--- src/sv/clm_pkg.sv ---
package clm_pkg;

    localparam int NUM_COMMANDS  = 128;
    localparam int COMMAND_CHARS = 32;
    localparam int LINE_BYTES    = 256;

    localparam int ENTRY_W = $clog2(NUM_COMMANDS);
    localparam int CPOS_W  = $clog2(COMMAND_CHARS);
    localparam int LADDR_W = $clog2(LINE_BYTES);
    localparam int LPOS_W  = LADDR_W + 1;
    localparam int TADDR_W = ENTRY_W + CPOS_W;
    localparam int ECNT_W  = ENTRY_W + 1;

    localparam logic [1:0] REQ_RX_BYTE    = 2'd0;
    localparam logic [1:0] REQ_TABLE_CHAR = 2'd1;
    localparam logic [1:0] REQ_PARAM_FLAG = 2'd2;
    localparam logic [1:0] REQ_READ_LINE  = 2'd3;

    localparam logic [1:0] KIND_ECHO  = 2'd0;
    localparam logic [1:0] KIND_CLASS = 2'd1;
    localparam logic [1:0] KIND_READ  = 2'd2;

    localparam logic [1:0] ST_EXACT   = 2'd0;
    localparam logic [1:0] ST_PARAM   = 2'd1;
    localparam logic [1:0] ST_LOWER   = 2'd2;
    localparam logic [1:0] ST_UNKNOWN = 2'd3;

    localparam logic [7:0] CH_BS    = 8'h08;
    localparam logic [7:0] CH_DEL   = 8'h7F;
    localparam logic [7:0] CH_CR    = 8'h0D;
    localparam logic [7:0] CH_LF    = 8'h0A;
    localparam logic [7:0] CH_SP    = 8'h20;
    localparam logic [7:0] CH_EQ    = 8'h3D;
    localparam logic [7:0] CH_QUOTE = 8'h22;
    localparam logic [7:0] CH_PLUS  = 8'h2B;
    localparam logic [7:0] CH_QUERY = 8'h3F;
    localparam logic [7:0] CH_A     = 8'h61;
    localparam logic [7:0] CH_T     = 8'h74;

    // Request from the control sequencer to the table walker.
    typedef struct packed {
        logic                start;
        logic                param_pass;
        logic [LPOS_W-1:0]   cmp_len;
        logic [ECNT_W-1:0]   count;
    } walk_req_t;

    typedef struct packed {
        logic               done;
        logic               found;
        logic [ENTRY_W-1:0] entry;
    } walk_rsp_t;

endpackage

--- src/sv/clm_walker.sv ---
module clm_walker
    import clm_pkg::*;
(
    input  logic               clk,
    input  logic               rst_n,
    input  walk_req_t          req,
    output walk_rsp_t          rsp,
    // line store read port
    output logic [LADDR_W-1:0] line_raddr,
    input  logic [7:0]         line_rdata,
    // table port
    output logic [TADDR_W-1:0] tab_raddr,
    input  logic [7:0]         tab_rdata,
    output logic [ENTRY_W-1:0] flag_raddr,
    input  logic               flag_rdata
);

    // Each character compare addresses the line and table (W_ADDR), then checks (W_CMP).
    typedef enum logic [3:0] {
        W_IDLE  = 4'b0001,
        W_ENTRY = 4'b0010,
        W_ADDR  = 4'b0100,
        W_CMP   = 4'b1000
    } wstate_t;

    wstate_t             state_reg, state_next;
    logic [ECNT_W-1:0]   entry_reg, entry_next;
    logic [CPOS_W-1:0]   pos_reg, pos_next;
    logic                param_reg, param_next;
    logic [LPOS_W-1:0]   len_reg, len_next;
    logic [ECNT_W-1:0]   count_reg, count_next;
    logic                done_reg, done_next;
    logic                found_reg, found_next;

    logic [LPOS_W-1:0] pos_ext;

    assign pos_ext    = LPOS_W'(pos_reg);
    assign line_raddr = LADDR_W'(pos_reg);
    assign tab_raddr  = {entry_reg[ENTRY_W-1:0], pos_reg};
    assign flag_raddr = entry_reg[ENTRY_W-1:0];

    assign rsp.done  = done_reg;
    assign rsp.found = found_reg;
    assign rsp.entry = entry_reg[ENTRY_W-1:0];

    always_comb
    begin
        state_next = state_reg;
        entry_next = entry_reg;
        pos_next   = pos_reg;
        param_next = param_reg;
        len_next   = len_reg;
        count_next = count_reg;
        done_next  = 1'b0;
        found_next = found_reg;
        unique case (state_reg)
            W_IDLE:
            begin
                if (req.start)
                begin
                    entry_next = '0;
                    param_next = req.param_pass;
                    len_next   = req.cmp_len;
                    count_next = req.count;
                    found_next = 1'b0;
                    state_next = W_ENTRY;
                end
            end
            W_ENTRY:
            begin
                pos_next = '0;
                if (entry_reg >= count_reg)
                begin
                    done_next  = 1'b1;
                    state_next = W_IDLE;
                end
                else
                begin
                    state_next = W_ADDR;
                end
            end
            W_ADDR:
            begin
                state_next = W_CMP;
            end
            W_CMP:
            begin
                if (param_reg && !flag_rdata)
                begin
                    entry_next = entry_reg + 1'b1;
                    state_next = W_ENTRY;
                end
                else if (pos_ext == len_reg)
                begin
                    // Whole line matched; entry text must end here.
                    if (tab_rdata == 8'h00 || pos_reg == CPOS_W'(COMMAND_CHARS - 1))
                    begin
                        found_next = 1'b1;
                        done_next  = 1'b1;
                        state_next = W_IDLE;
                    end
                    else
                    begin
                        entry_next = entry_reg + 1'b1;
                        state_next = W_ENTRY;
                    end
                end
                else if (pos_reg == CPOS_W'(COMMAND_CHARS - 1) || tab_rdata == 8'h00 ||
                         tab_rdata != line_rdata)
                begin
                    entry_next = entry_reg + 1'b1;
                    state_next = W_ENTRY;
                end
                else
                begin
                    pos_next   = pos_reg + 1'b1;
                    state_next = W_ADDR;
                end
            end
            default:
            begin
                state_next = W_IDLE;
            end
        endcase
    end

    always_ff @(posedge clk or negedge rst_n)
    begin
        if (!rst_n)
        begin
            state_reg <= W_IDLE;
            done_reg  <= 1'b0;
            found_reg <= 1'b0;
            entry_reg <= '0;
        end
        else
        begin
            state_reg <= state_next;
            done_reg  <= done_next;
            found_reg <= found_next;
            entry_reg <= entry_next;
        end
    end

    always_ff @(posedge clk)
    begin
        pos_reg   <= pos_next;
        param_reg <= param_next;
        len_reg   <= len_next;
        count_reg <= count_next;
    end

endmodule

--- config.mk ---
export PLATFORM = sky130hd
export DESIGN_NAME = clm_walker
export DESIGN_NICKNAME = d
export VERILOG_FILES = /design/src/sv/clm_pkg.sv /design/src/sv/clm_walker.sv
export SDC_FILE = /design/constraint.sdc
export NUM_CORES = 1
export LEC_CHECK = 0
export ABC_AREA = 1
export BUFFER_PORTS_ARGS = -buffer_cell sky130_fd_sc_hd__buf_2
export CORE_MARGIN = 3
export CORE_UTILIZATION = 52
export DETAILED_ROUTE_END_ITERATION = 16
export HOLD_SLACK_MARGIN = 0.1
export PLACE_DENSITY_LB_ADDON = 0.1
export SETUP_SLACK_MARGIN = 0.5
export SYNTH_ARGS = -nofsm -noshare
export SYNTH_HDL_FRONTEND = slang
export SYNTH_SLANG_ARGS = --single-unit
export TNS_END_PERCENT = 30
--- constraint.sdc ---
create_clock -name clk -period 2.7 [get_ports clk]
set_input_delay 0.54 -clock clk [delete_from_list [all_inputs] [get_ports clk]]
set_output_delay 0.54 -clock clk [all_outputs]
set_load 0.1 [all_outputs]
Word level (Yosys, flattened, before mapping)
Index checks and enable logic that the tools add are counted.
{ "word_totals": {"ff_bits": 37, "word_cells": 64, "inputBits": 38} }
{ "op_classes": {"addsub": 2, "n_reduce_logical": 11, "magnitude_cmp": 1, "mux": 27, "eq_ne": 15} }
{ "op_table": {"columns": ["operator", "count"], "rows": [
  ["$mux 8", 5],
  ["$pmux 4 s4", 1],
  ["$pmux 8 s2", 1],
  ["$mux 5", 3],
  ["$mux 4", 3],
  ["$ne 2x2->1 const B", 6],
  ["$pmux 5 s2", 1],
  ["$eq 5x9->1", 1],
  ["$add 8x1->8 const B", 1],
  ["$ge 8x8->1", 1],
  ["$logic_not 8->1", 1],
  ["$mux 1", 8],
  ["$ne 4x4->1 const B", 2],
  ["$ne 8x8->1", 1],
  ["$reduce_and 4->1", 2],
  ["$mux 3", 2],
  ["$add 5x1->5 const B", 1],
  ["$eq 5x5->1 const B", 1],
  ["$reduce_and 5->1", 1],
  ["$eq 4x1->1 const B", 1],
  ["$eq 4x2->1 const B", 1],
  ["$eq 4x3->1 const B", 1],
  ["$eq 4x4->1 const B", 1],
  ["$pmux 1 s2", 2],
  ["other kinds (6)", 8]
]} }

Longest topological paths before layout
Gate-level depths: netlist (run 1).
{ "depth": {"word_depth": 7, "depth_mapped": 12, "depth_no_buf": 12} }

Worst setup path after synthesis (run 1)
OpenSTA, ideal clock, no wires.
{ "synth_timing": {"path_type": "register -> register", "startpoint": "register pos_reg[0]", "endpoint": "register pos_reg[0] (enable)", "path_stages_with_launch": 10, "synth_period_minus_slack_ns": 2.612, "n_path_buf": 0, "setup_slack_ns": 0.088, "t_required_ns": 2.326, "setup_time_ns": 0.374, "arrival_time_ns": 2.239, "cell_sequence": "edfxtp_1 > ha_1 > nand2_1 > nor2_1 > ha_1 > nor2_1 > nand2_1 > nor2_1 > nand2_1 > o21ai_0"} }
{ "synth_via": {"elab_chain_len": 5, "elab_cells_between_ends": 7, "cone_classes": "eq/ne: 4; reduce/logical: 3"} }
{ "synth_rtl": {"columns": ["item", "line", "text"], "rows": [
  ["start: declaration", "clm_walker.sv:28", "logic [CPOS_W-1:0] pos_reg, pos_next;"],
  ["start signal: assignment", "clm_walker.sv:147", "pos_reg <= pos_next;"],
  ["$eq 5x5->1", "clm_walker.sv:108", "else if (pos_reg == CPOS_W'(COMMAND_CHARS - 1) || tab_rdata == 8'h00 ||"],
  ["$logic_or 1x1->1 (2 in a row)", "clm_walker.sv:108", null],
  ["$ne 2x2->1 (no line)", null, null],
  ["$reduce_and 4->1 (no line) (*)", null, null]
]} }
Mark *: on every way between the ends. The rest lies on a longest branch, timed or not.
A chain may end at the register's enable or synchronous reset.

Worst setup path after layout (run 1)
Ends and elaborated chain as after synthesis.

==> results.md, run 1 <==
* Combinational family with the most area after synthesis: simple AND/OR/NAND/NOR gates
* Post-route clock period utilization at 71.0%
* Max FO, Critical Path at 7
* Std-Cell Rows at 24
* Tot GR Track Use at 16.0%
* Final setup TNS at 0 ns
* Worst skew pair latency at 0.29 ns
* NumNets Final at 384
* Num ports at 74
* Pwr Density at 716 nW/um^2
* Max FFs per register at 9
* Width of the die at 74.5 microns
* N_diodes at 0
* Port Buf Inserts at 70
* Final Wtd Congestion at 0.779
* Yosys reg bits at 37
* CP cell instances: ha_2 -> nand2_1 -> nor2_1 -> ha_1 -> nor2_1 -> nand2_1 -> nor2_1 -> nand2_1 -> o21ai_2
* Seq/Total Area, Yosys at 42.8%
* F_max at 0.521 GHz
* CTS max path bufs at 2
* Crit path launch type: register
* Die height at 74.5 microns
* # Post-CTS Setup Buffers at 0
* RSZ-0062 raised after global routing: false
* Initial DRC Count at 76
* Mux share of post-synthesis cell area at 0%
* Critical Path RT at 2.66 ns
* Synth warn at 0
* Clock sinks at 37
* Worst path max stage delay at 0.49 ns
* First-pass GRT wire length at 6760 microns
* Xor and xnor area share after synthesis at 3.59%
* H-Tree Depth at 2
* Worst setup EP type: register
* Drt via density at 4.63
* Root Driver: clkbuf_8
* Design Power at 0.00196 W
* Count of different cell masters after synthesis at 30
* Dominant cell type by area after synthesis: edfxtp_1
* Post-cts sizing count at 0
* Leakage power at 1.48 nW
* Final setup fails at 0
* CTS tree: done
* Final Skew at 0.0109 ns
* Least-Margin Pin Slew at 0.643 ns
* Final ANT Viol Nets at 0
* Synthesized area at 2440 sq um
* DRT Pass-1 Iters at 4
* Synth area leaders: edfxtp_1, dfrtp_1, buf_4, nand2_1, inv_1
* DP Cell Count at 380
* Drt wl/cell at 10.8 microns
* Worst slew margin at 57.1%
* Most common cell after layout, fill and taps aside: buf_2
* Commonest non-fill, non-tap cells in the layout: buf_2, nand2_1, inv_1
* Hold WS at 0.133 ns
* CP Class: register to register
* Status: finished, final reports clean
* Starting Density at 54.8%
* Total die area at 5550 sq um
* Core area at 4440 sq um
* Post-synth top area share at 28.3%
* Slew Limit Fails at 0
* DRC at 0
* Final HPWL DP at 3330 microns
* Post-synthesis area per instance at 8.46 sq um
* TritonCTS Buffers at 5
* Max IR drop VDD at 0.492 mV
* Largest net degree at the start of global routing at 20
* Crit-path slowest cell: edfxtp_1
* Final Non-Filler Cells at 388
* # Max-Cap Violations at 0
* Hold Violations, Final at 0
* Hold crit path type: input pin to asynchronous set/reset pin
* CTS Hold Bufs at 0
* Initial antenna violation count at 0
* Synth Area in Simple Gates at 27.9%
* Clock-pin slew on the worst setup and hold paths at 0.08 ns
* Final WL at 4170 microns
* Layout cell share with drive strength beyond 1 at 31.8%
* Cell count after synthesis at 288
* Total congestion overflow at 0
* Fin crit period at 1.92 ns
* DR vias at 1,798
* Compound-Gate Fraction of Synth Area at 2.46%
* Critical Path AT at 1.88 ns
* Adder-cell share of the synthesized area at 5.65%
* Area growth syn-to-layout at 12.6%
* Number of global-route vias before repair at 1,580
path summary, 6_finish.rpt:
path	depth (start not counted)	slack, ns	endpoint	start
hold reg to reg	2	0.56	state_reg[3]	state_reg[2]
hold / removal	1	0.13	entry_reg[5]	rst_n
min in group clk	1	0.43	len_reg[1]	req[9]
setup reg to reg	9	0.78	pos_reg[0]	pos_reg[0]
setup / recovery	9	0.78	pos_reg[0]	pos_reg[0]
max in group asynchronous	1	2.27	state_reg[0]	rst_n
report_power, final:
| group | switching [W] | internal, W | total (W) |
|---|---|---|---|
| combinational | 0.000548 | 0.000166 | 0.000713 |
| sequential | 0.0000584 | 0.000737 | 0.000795 |
| clock | 0.000193 | 0.000264 | 0.000456 |
| total | 0.000799 | 0.00117 | 0.00196 |
area by class of cell:
class	count	area, sq um
inverters	50	190
repair buffers	70	350
fillers	406	1700
clock inverters	1	6.26
clock buffers	7	108
flip-flops and latches	37	1040
well taps	52	65.1
multi-input cells	171	982
metrics by stage:
stage / area (sq um) / setup slack, ns / util (%)
6_report: 2740 / 0.782 / 61.7
4_1_cts: 2740 / 0.770 / 61.7
5_1_grt: 2740 / 0.612 / 61.7
2_1_floorplan: 2450 / 0.344 / -
3_5_place_dp: 2630 / 0.759 / 59.2
3_3_place_gp: 2630 / 0.795 / 59.2
worst max-delay path, delay by kind of cell, from the launching register on:
kind / cells / cell delay, ns
and+or+nand+nor: 6 / 0.44
DFF: 1 / 0.49
adders and majority gates: 2 / 0.40
AOI/OAI and AO/OA: 1 / 0.26
cell usage after synthesis:
library cell	count
nor2_4	3
edfxtp_1	23
o21ai_0	4
nand2_8	1
dfstp_2	1
xor2_1	5
buf_4	31
a21oi_1	4
dfrtp_1	13
ha_1	11
clkbuf_1	1
nand3_2	1
nor3b_1	5
conb_1	1
nand2_4	1
nand3_1	13
nor2_1	29
nand2_1	61
inv_2	3
a41oi_1	1
nand3_4	1
o21bai_2	1
inv_4	1
nand2_2	10
xnor2_1	5
nand4_4	1
nand4_1	3
inv_1	46
nor3_1	5
nor2_2	3
cells by family (layout without fill, tap and decap cells):
| kind of cell | after synthesis | in the layout |
|---|---|---|
| flip-flops | 37 | 37 |
| AND/OR/NAND/NOR | 137 | 137 |
| XOR/XNOR | 10 | 10 |
| buffers and inverters | 82 | 128 |
| AO/OA/AOI/OAI | 10 | 10 |
| other | 1 | 3 |
| adder cells (fa/ha/maj) | 11 | 11 |
metal layers:
metal | track usage [%] | vias up | part of all wire [%]
met3 | 3.51 | 7 | 5.9
met2 | 25.9 | 54 | 47
li1 | - | 958 | -
met1 | 21.0 | 779 | 46
met4 | 5.93 | 0 | 1.5
met5 | 0 | - | 0
No activity file was read; power rests on OpenSTA's default activity.
==> run 2, diff against run 1 <==
CORE_UTILIZATION = 47   (was 52)
clock period = 1.6 ns   (was 2.7 ns; I/O delays follow)
==> run 2 against run 1 <==
Net effect:
- the run now ends with negative setup slack left
- combinational power grew to 2.5 times the previous value
- utilization is 14 points higher
- count of clock-buffer cells in the layout stayed put
- register-to-register slack worse by 0.94 ns
- global-route usage is 2.0 points higher
- first-iteration DRC count is 58% higher
- power is 96% higher
- fmax is 9.3% higher
- flip-flop and latch count stayed put
- clock skew is 0.0020 ns lower
- critical endpoint is now pos_reg[4]
==> results.md, run 2 (synthesis results as in run 1) <==
* Drt via density at 4.73
* Clock power frac at 18.8%
* Drt wl/cell at 12.9 microns
* Worst setup margin at -0.155 ns
* Die height at 78.0 microns
* Final Skew at 0.00892 ns
* Tot GR Track Use at 17.9%
* Final WL at 5600 microns
* Clock-pin slew on the worst setup and hold paths at 0.07 ns
* Core area at 4880 sq um
* Total congestion overflow at 0
* Hold crit path type: input pin to register
* Num ports at 74
* CP Class: register to register
* F_max at 0.570 GHz
* CP cell instances: ha_2 -> nand2_2 -> nor2_2 -> ha_4 -> nor2_2 -> nand2_1 -> nor2_2 -> nand2_2 -> o21ai_4
* Max IR drop VDD at 0.808 mV
* Design Power at 0.00385 W
* Max FFs per register at 9
* CTS tree: done
* Root Driver: clkbuf_8
* Layout cell share with drive strength beyond 1 at 44.8%
* Critical Path RT at 1.59 ns
* NumNets Final at 416
* P_int at 0.00229 W
* Critical Path AT at 1.74 ns
* Total die area at 6090 sq um
* Largest net degree at the start of global routing at 20
* # Max-Cap Violations at 0
* Crit-path slowest cell: edfxtp_1
* Std-Cell Rows at 25
* Net Switching at 0.00156 W
* First-pass GRT wire length at 8540 microns
* N_diodes at 0
* Number of global-route vias before repair at 1,942
* Clock sinks at 37
* Area growth syn-to-layout at 52.4%
* Final setup TNS at -1.82 ns
* Failing checks: negative setup slack
* Status: finished with violations
* Hold Violations, Final at 0
* Switching share of power at 40.6%
* Multi-input logic area at 1160 sq um
* Fin crit period at 1.75 ns
* Slew Limit Fails at 0
* Place WS at -0.218 ns
* H-Tree Depth at 2
* DRT Pass-1 Iters at 4
* Logic pwr share at 46.6%
* CTS max path bufs at 2
* Reg power frac at 34.6%
* Initial DRC Count at 120
* Final Wtd Congestion at 0.831
* DRC at 0
* Max FO, Critical Path at 5
* Starting Density at 49.9%
* Leakage power at 1.77 nW
* TritonCTS Buffers at 5
* Width of the die at 78.0 microns
* Post-route clock period utilization at 110%
* Final HPWL DP at 3670 microns
* Pwr Density at 1040 nW/um^2
* Cell mode on critical path: nor2_2
* Worst reg-to-reg setup slack at -0.15 ns
* Worst setup EP type: register
* RSZ-0062 raised after global routing: true
* Worst skew pair latency at 0.30 ns
* Worst path max stage delay at 0.41 ns
* Fillcell total at 340
* DR vias at 2,059
* Initial antenna violation count at 0
* Commonest non-fill, non-tap cells in the layout: nand2_1, inv_1, buf_2
* Register Area at 1040 sq um
* Hold WS at 0.200 ns
* Final ANT Viol Nets at 0
* Final setup fails at 15
* Crit path launch type: register
* Most common cell after layout, fill and taps aside: nand2_1
* Port Buf Inserts at 70
[run 2: cell count changes in the layout (fill, tap and decap cells not counted), moves of 4 or more]
cell	previous run	this run
nand2_2	10	16
nand2_1	61	55
nor2_1	29	25
buf_2	70	37
nand3_1	13	9
buf_4	0	12
buf_6	0	15
buf_12	0	32
[run 2: worst paths after layout]
| kind | start | end | cells after the start |
|---|---|---|---|
| min reg2reg | state_reg[2] | state_reg[3] | 2 |
| min | req[12] | len_reg[4] | 1 |
| max reg2reg | pos_reg[1] | pos_reg[4] | 9 |
| min in group asynchronous | rst_n | entry_reg[5] | 2 |
| max | pos_reg[1] | pos_reg[4] | 9 |
| max in group asynchronous | rst_n | state_reg[0] | 2 |
[run 2: worst max-delay path: cells and delay by family (launching register included)]
| family | cells | cell delay [ns] |
|---|---|---|
| AO/OA/AOI/OAI | 1 | 0.21 |
| adder cells (fa/ha/maj) | 2 | 0.37 |
| flip-flops | 1 | 0.41 |
| AND/OR/NAND/NOR | 6 | 0.45 |
[run 2: stage by stage]
stage | instance area (sq um) | cells | util, %
after floorplan | 2460 | 290 | -
after global placement | 3000 | 416 | 61.6
after detailed placement | 3000 | 416 | 61.6
after CTS | 3570 | 432 | 73.2
after global routing | 3710 | 435 | 76.1
final | 3710 | 435 | 76.1
[run 2: per-layer routing]
metal	global-route usage [%]	part of all wire (%)	vias up
met2	30.7	51	77
met5	0	0	-
met3	3.67	7.5	9
met1	22.1	39	942
met4	7.17	1.8	0
li1	-	-	1031
[run 2: area by class of cell]
| class | instances | area share, % |
|---|---|---|
| multi-input cells | 173 | 31.1 |
| well taps | 67 | 2.26 |
| inverters | 50 | 5.12 |
| clock inverters | 1 | 0.135 |
| flip-flops and latches | 37 | 28.1 |
| clock buffers | 7 | 2.59 |
| repair buffers | 100 | 30.7 |
[run 2: power groups by stage]
stage	sequential [W]	clock [W]	combinational [W]
6_report	0.00133	0.000723	0.00180
5_1_grt	0.00135	0.000787	0.00192
4_1_cts	0.00132	0.000740	0.00169
3_5_place_dp	0.00134	0	0.00140
3_3_place_gp	0.00133	0	0.00137
2_1_floorplan	0.00148	0	0.000932
[run 2: repair_timing]
action	in CTS	in global routing
endpoints found under the setup margin	73	74
pin swaps	23	7
buffers inserted	5	3
hold buffers	1	0
gates cloned	2	0
endpoints found under the hold margin	13	0
resized for setup	102	34
==> run 3, diff against run 2 <==
ABC_AREA = default   (was 1)
ABC_CLOCK_PERIOD_IN_PS = 1600   (was default)
CORE_UTILIZATION = 45   (was 47)
==> run 3 against run 2 <==
Net effect:
- clock skew down 0.0051 ns
- critical path type unchanged
- largest power group unchanged
- first-iteration DRC count fell by 33%
- the flow still finishes with violations (negative setup slack)
- utilization rose by 2.3 points
- cell count fell by 22%
==> results.md, run 3 <==
* Routed met3 length at 296 microns
* Fin crit period at 2.11 ns
* Final setup fails at 18
* Critical Path RT at 1.82 ns
* DRT Pass-1 Iters at 4
* Post-route cell area at 3510 sq um
* Synth area leaders: edfxtp_1, dfrtp_1, buf_4, ha_1, xnor2_1
* Metal2 WL at 2500 microns
* CTS max path bufs at 2
* Hold crit path type: input pin to register
* Place WS at -0.608 ns
* Status: finished with violations
* Hold Path Stages at 1
* Number of synthesized flops with an enable pin at 23
* Width of the die at 74.9 microns
* Final Wtd Congestion at 0.794
* CP Class: register to register
* Commonest non-fill, non-tap cells in the layout: buf_2, buf_12, edfxtp_1, buf_4, buf_6
* DP Cell Count at 320
* Critical Path AT at 2.33 ns
* N_diodes at 0
* TritonCTS Buffers at 5
* DRC at 0
* Worst slew margin at 67.1%
* Total die area at 5610 sq um
* DP Area at 2700 sq um
* Most common cell after layout, fill and taps aside: buf_2
* Most common cell in the netlist: buf_4
* CTS tree: done
* Routed length on met1 at 2060 microns
* Dominant cell type by area after synthesis: edfxtp_1
* H-Tree Depth at 2
* DR vias at 1,689
* NumNets Final at 335
* Max Used Layer: met4
* RSZ-0062 raised after global routing: true
* Count of different cell masters after synthesis at 43
* Area growth syn-to-layout at 64.5%
* Number of global-route vias before repair at 1,754
* F_max at 0.474 GHz
* Starting Density at 47.7%
* Tot GR Track Use at 18.9%
* Pwr Density at 1000 nW/um^2
* Worst skew pair latency at 0.29 ns
* Root Driver: clkbuf_8
* Drt via density at 4.98
* # Max-Cap Violations at 0
* Ys async rst share at 37.8%
* Final WL at 4930 microns
* Post-synth top area share at 32.4%
* Final HPWL DP at 3370 microns
* Final Non-Filler Cells at 339
* Hold Violations, Final at 0
* Std-Cell Rows at 24
* Max FO, Critical Path at 7
* Post-synth top flop: edfxtp_1
* Drt wl/cell at 14.5 microns
* Max IR drop VDD at 0.682 mV
* Seq/Total Area, Yosys at 48.8%
* Slew Limit Fails at 0
* Yosys reg bits at 37
* Core area at 4470 sq um
* Leakage power at 1.55 nW
* Worst setup EP type: register
* Clock sinks at 37
* Synthesized area at 2130 sq um
* Post-synthesis area per instance at 10.9 sq um
* Clock-pin slew on the worst setup and hold paths at 0.08 ns
* Final Skew at 0.00379 ns
* Cell count after synthesis at 195
* Die height at 74.9 microns
* Failing checks: negative setup slack
* Largest net degree at the start of global routing at 18
* Least-Margin Pin Slew at 0.489 ns
* Synth warn at 0
* Crit path launch type: register
* Hold WS at 0.203 ns
* Initial DRC Count at 81
* Final setup TNS at -6.57 ns
* Num ports at 74
* Port Buf Inserts at 70
* First-pass GRT wire length at 7850 microns
* Final ANT Viol Nets at 0
* Initial antenna violation count at 0
* Max FFs per register at 9
* Synth top cells by count: buf_4, edfxtp_1, inv_1
* Worst setup margin at -0.511 ns
* Layout cell share with drive strength beyond 1 at 55.4%
* Post-route clock period utilization at 132%
* Worst reg2reg path depth at 6
* Total congestion overflow at 0
[run 3: changes by cell type after synthesis, moves of 4 or more]
cell / change
nand3_1: -7
nand2_1: -52
nor3b_1: -4
inv_1: -32
and3_1: +4
nand2_2: -10
o31ai_1: +4
nor2_1: -19
xnor2_1: +6
[run 3: path summary, 6_finish.rpt]
path	startpoint	endpoint	slack, ns
setup / recovery	pos_reg[3]	entry_reg[7]	-0.51
hold / removal	req[4]	count_reg[4]	0.20
setup reg to reg	pos_reg[3]	entry_reg[7]	-0.51
hold reg to reg	found_reg	found_reg	0.56
max in group asynchronous	rst_n	state_reg[0]	0.79
min in group asynchronous	rst_n	entry_reg[1]	0.51
[run 3: kinds of logic after synthesis]
| group | synth area share, % |
|---|---|
| other | 0.176 |
| AND/OR/NAND/NOR | 15.5 |
| XOR/XNOR | 6.56 |
| buffers and inverters | 14.6 |
| multiplexers | 0.469 |
| adder cells (fa/ha/maj) | 6.45 |
| flip-flops | 48.8 |
| AO/OA/AOI/OAI | 7.44 |
[run 3: repair_timing]
item	in CTS	in global routing
pin swaps	14	6
endpoints found under the hold margin	13	0
setup endpoints to repair	74	74
resized for setup	137	26
hold buffers	1	0
setup buffers	7	3
[run 3: cell type report]
| type | count | area, sq um |
|---|---|---|
| clock inverter | 3 | 46.3 |
| multi-input combinational | 112 | 981 |
| sequential | 37 | 1040 |
| inverter | 15 | 61.3 |
| fill | 270 | 963 |
| timing repair buffer | 115 | 1240 |
| tap | 52 | 65.1 |
| clock buffer | 5 | 68.8 |
[run 3: where the power goes]
group / switching [W] / internal [W] / total (W)
registers: 0.0000715 / 0.00122 / 0.00129
logic: 0.000825 / 0.000591 / 0.00142
clock network: 0.000344 / 0.000466 / 0.000811
[run 3: metrics by stage]
step / power [W] / util [%]
floorplan: 0.00205 / -
global placement: 0.00241 / 60.3
detailed placement: 0.00243 / 60.3
CTS: 0.00348 / 75.7
global route: 0.00369 / 78.5
finish: 0.00352 / 78.5
[run 3: critical path, cell delays in order, from the launching register on]
cell	delay [ns]
edfxtp_1	0.50
xnor2_1	0.20
nand4_1	0.15
or3_4	0.36
and4_4	0.18
or4_1	0.51
a21oi_1	0.15
[run 3: layer usage]
layer	global-route usage (%)	vias up
met5	0	-
met3	4.94	8
li1	-	837
met2	31.8	57
met1	23.1	787
met4	7.51	0
